## src/hdl/trd_pkg.sv

```systemverilog
package trd_pkg;

	// record framing
	localparam int RECORD_LEN  = 13;
	localparam int STORE_DEPTH = RECORD_LEN - 1;
	localparam int PHASE_W     = 4;
	localparam int BYTE_W      = 8;
	localparam int DATA_BITS   = 7;
	localparam int SYNC_BIT    = 7;

	// word and result widths
	localparam int WORD_W   = 16;
	localparam int POS_W    = 17;
	localparam int MAG_W    = 16;
	localparam int MAG9_W   = 19;   // magnitude times 9, max 294912
	localparam int NUM_W    = 31;   // magnitude * range * 256
	localparam int FS_SHIFT = 15;
	localparam int FULL_SCALE = (1 << FS_SHIFT) - 1;
	localparam int NUM_BASE_SHIFT = 10;   // 36 * 256 = 9 << 10

	// config register map
	localparam logic REG_RANGE_SELECT = 1'b0;
	localparam int   RANGE_W  = 2;
	localparam logic [RANGE_W-1:0] RANGE_36  = 2'd0;
	localparam logic [RANGE_W-1:0] RANGE_72  = 2'd1;

	// m_tdata field offsets, lowest bit up
	localparam int POS_X_LSB = 0;
	localparam int POS_Y_LSB = POS_X_LSB + POS_W;
	localparam int POS_Z_LSB = POS_Y_LSB + POS_W;
	localparam int ANG_Z_LSB = POS_Z_LSB + POS_W;
	localparam int ANG_Y_LSB = ANG_Z_LSB + WORD_W;
	localparam int ANG_X_LSB = ANG_Y_LSB + WORD_W;
	localparam int IDX_LSB   = ANG_X_LSB + WORD_W;
	localparam int PAYLOAD_W = IDX_LSB + BYTE_W;
	localparam int TDATA_W   = ((PAYLOAD_W + 7) / 8) * 8;

	typedef struct packed {
		logic              neg;    // sign of the final result
		logic [MAG9_W-1:0] mag9;   // |word| * 9
	} pos_term_t;

	function automatic logic [WORD_W-1:0] word_of(
		input logic [DATA_BITS-1:0] hi,
		input logic [DATA_BITS-1:0] lo
	);
		return {hi, lo, 2'b00};
	endfunction

	function automatic logic [WORD_W-1:0] neg_sat(input logic [WORD_W-1:0] w);
		logic [WORD_W-1:0] r;
		if (w == {1'b1, {(WORD_W-1){1'b0}}}) begin
			r = {1'b0, {(WORD_W-1){1'b1}}};
		end else begin
			r = WORD_W'(~w + 1'b1);
		end
		return r;
	endfunction

endpackage

```

## src/hdl/tracker_record_deframer.sv

```systemverilog
// tracker_record_deframer
//
// Slave stream (s_t*): one received serial byte per request in s_tdata.
// Bytes are dropped while hunting until one has bit 7 set; that byte and
// the next 12 form a record. Only the first byte is checked for bit 7.
// Master stream (m_t*): one decoded record per 13 accepted record bytes.
// Config: APB register 0 (byte address 0) is range_select, 0 = 36 in,
// 1 = 72 in, 2 or 3 = 144 in. Write it only while the block is idle.
//
// A record is loaded into the record register (_s1) when its final
// (address) byte is accepted and then moves into the result register
// (_s2), where it is valid on m_t*. Throughput: one byte per cycle while
// s_tready is high. The x9 shift-add of each position is done before _s1;
// its range shift and /32767 with two corrections sit between _s1 and _s2.
//
// Reset (arst_n low) drops into hunting and clears both valid flags and
// range_select. When the receiver stalls, the result holds on m_t*, the
// next record waits in the _s1 register, and s_tready falls only when
// the final byte of a third record arrives with both registers full.
module tracker_record_deframer (
	input  logic                         clk,
	input  logic                         arst_n,

	// byte input
	input  logic                         s_tvalid,
	output logic                         s_tready,
	input  logic [trd_pkg::BYTE_W-1:0]   s_tdata,   // rx_byte

	// record output
	output logic                         m_tvalid,
	input  logic                         m_tready,
	// pos_x[16:0], pos_y, pos_z, angle_z[15:0], angle_y, angle_x,
	// tracker_index[7:0], zero pad
	output logic [trd_pkg::TDATA_W-1:0]  m_tdata,
	output logic                         m_tuser,   // index_valid

	// APB config
	input  logic                         psel,
	input  logic                         penable,
	input  logic                         pwrite,
	input  logic [2:0]                   paddr,
	input  logic [31:0]                  pwdata,
	output logic [31:0]                  prdata,
	output logic                         pready
);

	// ---------------- config register
	logic [trd_pkg::RANGE_W-1:0] range_q;

	assign pready = 1'b1;

	always_ff @(posedge clk or negedge arst_n) begin
		if (!arst_n) begin
			range_q <= '0;
		end else if (psel && penable && pwrite && pready
		             && paddr[2] == trd_pkg::REG_RANGE_SELECT) begin
			range_q <= pwdata[trd_pkg::RANGE_W-1:0];
		end
	end

	always_comb begin
		prdata = '0;
		if (paddr[2] == trd_pkg::REG_RANGE_SELECT) begin
			prdata[trd_pkg::RANGE_W-1:0] = range_q;
		end
	end

	// ---------------- framing
	logic [trd_pkg::PHASE_W-1:0]   phase_q;
	logic [trd_pkg::DATA_BITS-1:0] store_q [trd_pkg::STORE_DEPTH];

	logic s1_valid_q;
	logic s2_valid_q;
	logic s1_adv;      // s1 may move into the result register
	logic final_phase;
	logic accept;
	logic s1_load;
	logic store_we;

	assign final_phase = phase_q >= trd_pkg::PHASE_W'(trd_pkg::STORE_DEPTH);
	assign s1_adv      = !s2_valid_q || m_tready;
	// only the address byte needs room downstream
	assign s_tready    = !(final_phase && s1_valid_q && !s1_adv);
	assign accept      = s_tvalid && s_tready;
	assign s1_load     = accept && final_phase;
	assign store_we    = accept && !final_phase
	                     && (phase_q != '0 || s_tdata[trd_pkg::SYNC_BIT]);

	always_ff @(posedge clk or negedge arst_n) begin
		if (!arst_n) begin
			phase_q <= '0;
		end else if (accept) begin
			if (final_phase) begin
				phase_q <= '0;
			end else if (store_we) begin
				phase_q <= phase_q + 1'b1;
			end
		end
	end

	always_ff @(posedge clk) begin
		for (int i = 0; i < trd_pkg::STORE_DEPTH; i++) begin
			if (store_we && phase_q == trd_pkg::PHASE_W'(i)) begin
				store_q[i] <= s_tdata[trd_pkg::DATA_BITS-1:0];
			end
		end
	end

	// ---------------- record register (_s1)
	logic [trd_pkg::WORD_W-1:0] word [6];
	trd_pkg::pos_term_t         pos_term [3];

	always_comb begin
		for (int k = 0; k < 6; k++) begin
			word[k] = trd_pkg::word_of(store_q[2*k+1], store_q[2*k]);
		end
		for (int k = 0; k < 3; k++) begin
			logic [trd_pkg::MAG_W-1:0] mag;
			mag = word[k][trd_pkg::WORD_W-1] ? trd_pkg::MAG_W'(~word[k] + 1'b1)
			                                 : word[k];
			pos_term[k].mag9 = {trd_pkg::MAG9_W'(mag) << 3} + trd_pkg::MAG9_W'(mag);
			// x is reported negated
			pos_term[k].neg  = word[k][trd_pkg::WORD_W-1] ^ (k == 0);
		end
	end

	trd_pkg::pos_term_t         pos_s1 [3];
	logic [trd_pkg::WORD_W-1:0] ang_z_s1, ang_y_s1, ang_x_s1;
	logic [trd_pkg::BYTE_W-1:0] idx_s1;
	logic                       idx_valid_s1;

	always_ff @(posedge clk or negedge arst_n) begin
		if (!arst_n) begin
			s1_valid_q <= 1'b0;
		end else if (s1_load) begin
			s1_valid_q <= 1'b1;
		end else if (s1_adv) begin
			s1_valid_q <= 1'b0;
		end
	end

	always_ff @(posedge clk) begin
		if (s1_load) begin
			pos_s1       <= pos_term;
			ang_z_s1     <= trd_pkg::neg_sat(word[3]);
			ang_y_s1     <= trd_pkg::neg_sat(word[4]);
			ang_x_s1     <= word[5];
			idx_valid_s1 <= s_tdata != '0;
			idx_s1       <= (s_tdata != '0) ? s_tdata - 1'b1 : '0;
		end
	end

	// ---------------- position scaling: trunc(|w| * range * 256 / 32767)
	logic [trd_pkg::POS_W-1:0] pos_res [3];
	logic [1:0]                range_sh;

	always_comb begin
		unique case (range_q)
			trd_pkg::RANGE_36: range_sh = 2'd0;
			trd_pkg::RANGE_72: range_sh = 2'd1;
			default:           range_sh = 2'd2;   // 144 in, code 3 saturates
		endcase
	end

	always_comb begin
		for (int k = 0; k < 3; k++) begin
			logic [trd_pkg::NUM_W-1:0]    num;
			logic [trd_pkg::WORD_W-1:0]   q0;
			logic [trd_pkg::POS_W-1:0]    rem;
			logic [trd_pkg::POS_W-1:0]    q;
			num = trd_pkg::NUM_W'(pos_s1[k].mag9)
			      << (trd_pkg::NUM_BASE_SHIFT + int'(range_sh));
			// N = q0 * 2^15 + b  ->  N = q0 * 32767 + (b + q0)
			q0  = num[trd_pkg::NUM_W-1 -: trd_pkg::WORD_W];
			rem = trd_pkg::POS_W'(num[trd_pkg::FS_SHIFT-1:0]) + trd_pkg::POS_W'(q0);
			q   = trd_pkg::POS_W'(q0)
			      + trd_pkg::POS_W'(rem >= trd_pkg::POS_W'(trd_pkg::FULL_SCALE))
			      + trd_pkg::POS_W'(rem >= trd_pkg::POS_W'(2 * trd_pkg::FULL_SCALE));
			pos_res[k] = pos_s1[k].neg ? trd_pkg::POS_W'(~q + 1'b1) : q;
		end
	end

	// ---------------- result register (_s2)
	logic [trd_pkg::POS_W-1:0]  pos_x_s2, pos_y_s2, pos_z_s2;
	logic [trd_pkg::WORD_W-1:0] ang_z_s2, ang_y_s2, ang_x_s2;
	logic [trd_pkg::BYTE_W-1:0] idx_s2;
	logic                       idx_valid_s2;
	logic                       s2_load;

	assign s2_load = s1_valid_q && s1_adv;

	always_ff @(posedge clk or negedge arst_n) begin
		if (!arst_n) begin
			s2_valid_q <= 1'b0;
		end else if (s2_load) begin
			s2_valid_q <= 1'b1;
		end else if (m_tready) begin
			s2_valid_q <= 1'b0;
		end
	end

	always_ff @(posedge clk) begin
		if (s2_load) begin
			pos_x_s2     <= pos_res[0];
			pos_y_s2     <= pos_res[1];
			pos_z_s2     <= pos_res[2];
			ang_z_s2     <= ang_z_s1;
			ang_y_s2     <= ang_y_s1;
			ang_x_s2     <= ang_x_s1;
			idx_s2       <= idx_s1;
			idx_valid_s2 <= idx_valid_s1;
		end
	end

	assign m_tvalid = s2_valid_q;
	assign m_tuser  = idx_valid_s2;
	assign m_tdata  = {(trd_pkg::TDATA_W - trd_pkg::PAYLOAD_W)'(0),
	                   idx_s2, ang_x_s2, ang_y_s2, ang_z_s2,
	                   pos_z_s2, pos_y_s2, pos_x_s2};

endmodule

```

## config.mk

```make
export PLATFORM = sky130hd
export DESIGN_NAME = tracker_record_deframer
export DESIGN_NICKNAME = d
export VERILOG_FILES = /design/src/hdl/trd_pkg.sv /design/src/hdl/tracker_record_deframer.sv
export SDC_FILE = /design/constraint.sdc
export NUM_CORES = 1
export LEC_CHECK = 0
export CORE_UTILIZATION = 30
export DETAILED_ROUTE_END_ITERATION = 7
export DONT_BUFFER_PORTS = 1
export GPL_ROUTABILITY_DRIVEN = 0
export PLACE_DENSITY = 0.49
export SYNTH_ARGS = -nofsm -noshare
export SYNTH_HDL_FRONTEND = slang
export SYNTH_SLANG_ARGS = --single-unit
```

## constraint.sdc

```tcl
create_clock -name clk -period 6.3 [get_ports clk]
set_input_delay 1.26 -clock clk [delete_from_list [all_inputs] [get_ports clk]]
set_output_delay 1.26 -clock clk [all_outputs]
set_load 0.02 [all_outputs]
```

==> metrics <==
Max Cap Viol 0; layout cells sized above 1 0.0958; cell area after layout slightly below 20,000 µm²; arrival time worst endpoint just over 6 ns; Hold WS 0.389 ns; Worst path max stage delay about 0.55 ns; FMAX 0.174 GHz; register-to-register setup slack 0.56 ns; type of the worst min-delay path in -> async; r2r worst-path depth 21; Peak VDD IR between 0.00015 and 0.0002 V; RSZ-0062 raised after global routing no; crit path max fanout 14; Final Hold Fails 0; Avg WL per Cell around 17 µm; Yosys warnings 0; CTS Buf Count 37; overall routed net length 37,800 µm; Synth Cell Area around 17,000 µm²; setup bufs post-CTS 0; most common cell in the synthesized netlist edfxtp_1; critical path class reg -> reg; Detailed Routing Iterations Pass 1 4; vias in the first global route 10,473; setup TNS 0 ns; Die ar. between 50,000 and 60,000 µm²; nets ~1,600; worst path buffer plus inverter count 2; pins over their slew limit 0; Post-synth EDFFs just under 300; DP Area around 18,000 µm²; IO Count ~200; asr flop ratio synth 0.0264; Top FF cell, synth edfxtp_1; Die Y roughly 240 µm; CTS Hold Bufs 0; dpl cells approximately 2,200; clk sinks roughly 300; largest net degree at the start of global routing 90; total routing usage reported by global routing 0.127; CTS max path bufs 3; outcome completed; Syn Inst Count between 1,000 and 1,500; CTS tree built; final non-filler cell total around 2,300; Max transition margin 0.307; period utilisation layout 0.911; final period demand of the worst path 5.74 ns; Critical Path Source Type flop; Yosys top cell area share 0.514; Post-synth top cells 295 x edfxtp_1, 139 x xnor2_1, 116 x nand2_1; syn_area_per_cell approximately 12 µm²; Initial Util 0.305; Reg clk slew, reported paths about 0.060 ns; Synth cell types a little over 80; row count 87; Setup Skew 0.0140 ns; insertion delay to the later sink of the worst-skew pair about 0.56 ns; # DRC 0; routed via count ~11,000; Worst-Margin Slew 1.04 ns; worst r2r src range_q[0]; crit-path cells mux2i_1, o21a_1, inv_1, ha_1, a21o_1, nand2_1, nor4b_1, nand4_1, nand2_1, a21oi_1, a21o_1, fa_1, inv_1, ha_1, o211ai_1, or4_4, a211oi_1, or4b_1, nor3_2, mux2_2, nor3_1; Port Buf Inserts 0; CP Capture Type flop; synthesis-to-finish area growth 11.4%; root buffer cell clkbuf_16; initial drt markers 543; initial antenna violation count 2; Die Wd between 200 and 250 µm; vias per inst 4.72; Core ar. 56,600 µm²; part of the Yosys area used for sequential elements 0.525; GRT overflow 0; Lkg Pwr between 0.006 and 0.007 µW; CP top delay family simple AND/OR/NAND/NOR gates; count of final setup violators 0; Slowest-stage cell, CP dfrtp_4; first-pass GRT wire length about 60,000 µm; Yosys top cell by area edfxtp_1; Reg2Reg Capture Point pos_y_s2[13]; depth of the CTS H-tree 2; Final HPWL DP approximately 26,000 µm; Antenna Nets Post-Route 0; Seq cells post-synth between 300 and 400; PD cells about 360 nW/µm²; Worst EP required 6.69 ns; n_diodes 0; Synth area leaders edfxtp_1 51%, xnor2_1 7.1%, ha_1 4.7%
## cell usage in the layout, fill, tap and decap left out, types with 38 or more instances in the layout
master / n
inv_1: 61
nand2_1: 116
mux2i_1: 48
o21ai_0: 68
clkbuf_16: 38
nor3_1: 42
xnor2_1: 139
conb_1: 45
ha_1: 65
a21oi_1: 49
xor2_1: 40
nor2_1: 76
edfxtp_1: 295
## registers in the layout (all words and copies together) (netlist names), 14 cells and up
register  count
ang_x_s2     14
ang_x_s1     14
ang_y_s1     15
pos_y_s2     17
pos_z_s2     17
pos_s1       54
ang_z_s1     15
store_q      84
pos_x_s2     17
ang_y_s2     15
ang_z_s2     15
## what timing repair did
| action | CTS | global route |
|---|---|---|
| gates resized for setup | 0 | 3 |
| hold endpoints to repair | 0 | 0 |
| endpoints found under the setup margin | 0 | 4 |
## per-layer routing
| metal | global-route usage | wire length [µm] | vias to the layer above |
|---|---|---|---|
| li1 | - | - | 5367 |
| met4 | 0.0450 | 990 | 2 |
| met2 | 0.214 | 18000 | 155 |
| met5 | 0 | 13 | - |
| met3 | 0.0317 | 1840 | 59 |
| met1 | 0.156 | 17000 | 5135 |
## final cells by class
type	count	area, µm²
Fill cell	5657	37400
Sequential cell	303	9060
Multi-Input combinational cell	1069	7620
Clock buffer	41	962
Tap cell	756	946
Clock inverter	23	253
Inverter	62	233
Timing Repair Buffer	15	138
## stage by stage
stage / util / power, µW / setup WS [ns]
2_1_floorplan: - / 4340 / 0.0624
3_3_place_gp: 0.318 / 4700 / 0.595
3_5_place_dp: 0.318 / 4740 / 0.537
4_1_cts: 0.339 / 6950 / 0.481
5_1_grt: 0.339 / 7250 / 0.0558
6_report: 0.339 / 6840 / 0.560
## kinds of logic (layout without fill, tap and decap cells)
logic type	after synthesis	after routing	synth area share
xor gates and xnor gates	179	179	0.0909
DFF	303	303	0.525
and+or+nand+nor	437	437	0.132
other	2	45	0.000435
buffers and inverters	145	141	0.0441
adders and majority gates	73	73	0.0564
muxes	85	85	0.0536
AOI/OAI and AO/OA	250	250	0.0969
## power breakdown
part / internal (µW) / switching, µW / leakage, µW
clock network: 1270 / 871 / 0.000598
logic: 831 / 1160 / 0.00337
registers: 2510 / 184 / 0.00276
total: 4620 / 2220 / 0.00673
## worst max-delay path by stage
stage / from / endpoint / depth (start not counted) / slack [ns]
after floorplan: range_q[1] / pos_y_s2[13] / 28 / 0.06
after global placement: range_q[0] / pos_x_s2[13] / 19 / 0.59
after detailed placement: range_q[0] / pos_x_s2[15] / 19 / 0.54
after CTS: range_q[0] / pos_y_s2[13] / 21 / 0.48
after global routing: range_q[0] / pos_y_s2[15] / 22 / 0.06
final: range_q[0] / pos_y_s2[13] / 21 / 0.56
## worst reg2reg max path: stages, from the launching register on
cell      delay, ns
dfrtp_4        0.55
mux2i_1        0.22
o21a_1         0.30
inv_1          0.15
ha_1           0.34
a21o_1         0.19
nand2_1        0.08
nor4b_1        0.22
nand4_1        0.18
nand2_1        0.12
a21oi_1        0.07
a21o_1         0.17
fa_1           0.42
inv_1          0.10
ha_1           0.19
o211ai_1       0.12
or4_4          0.45
a211oi_1       0.32
or4b_1         0.52
nor3_2         0.26
mux2_2         0.38
nor3_1         0.22
Note: power is estimated with default switching activity, not from simulation.
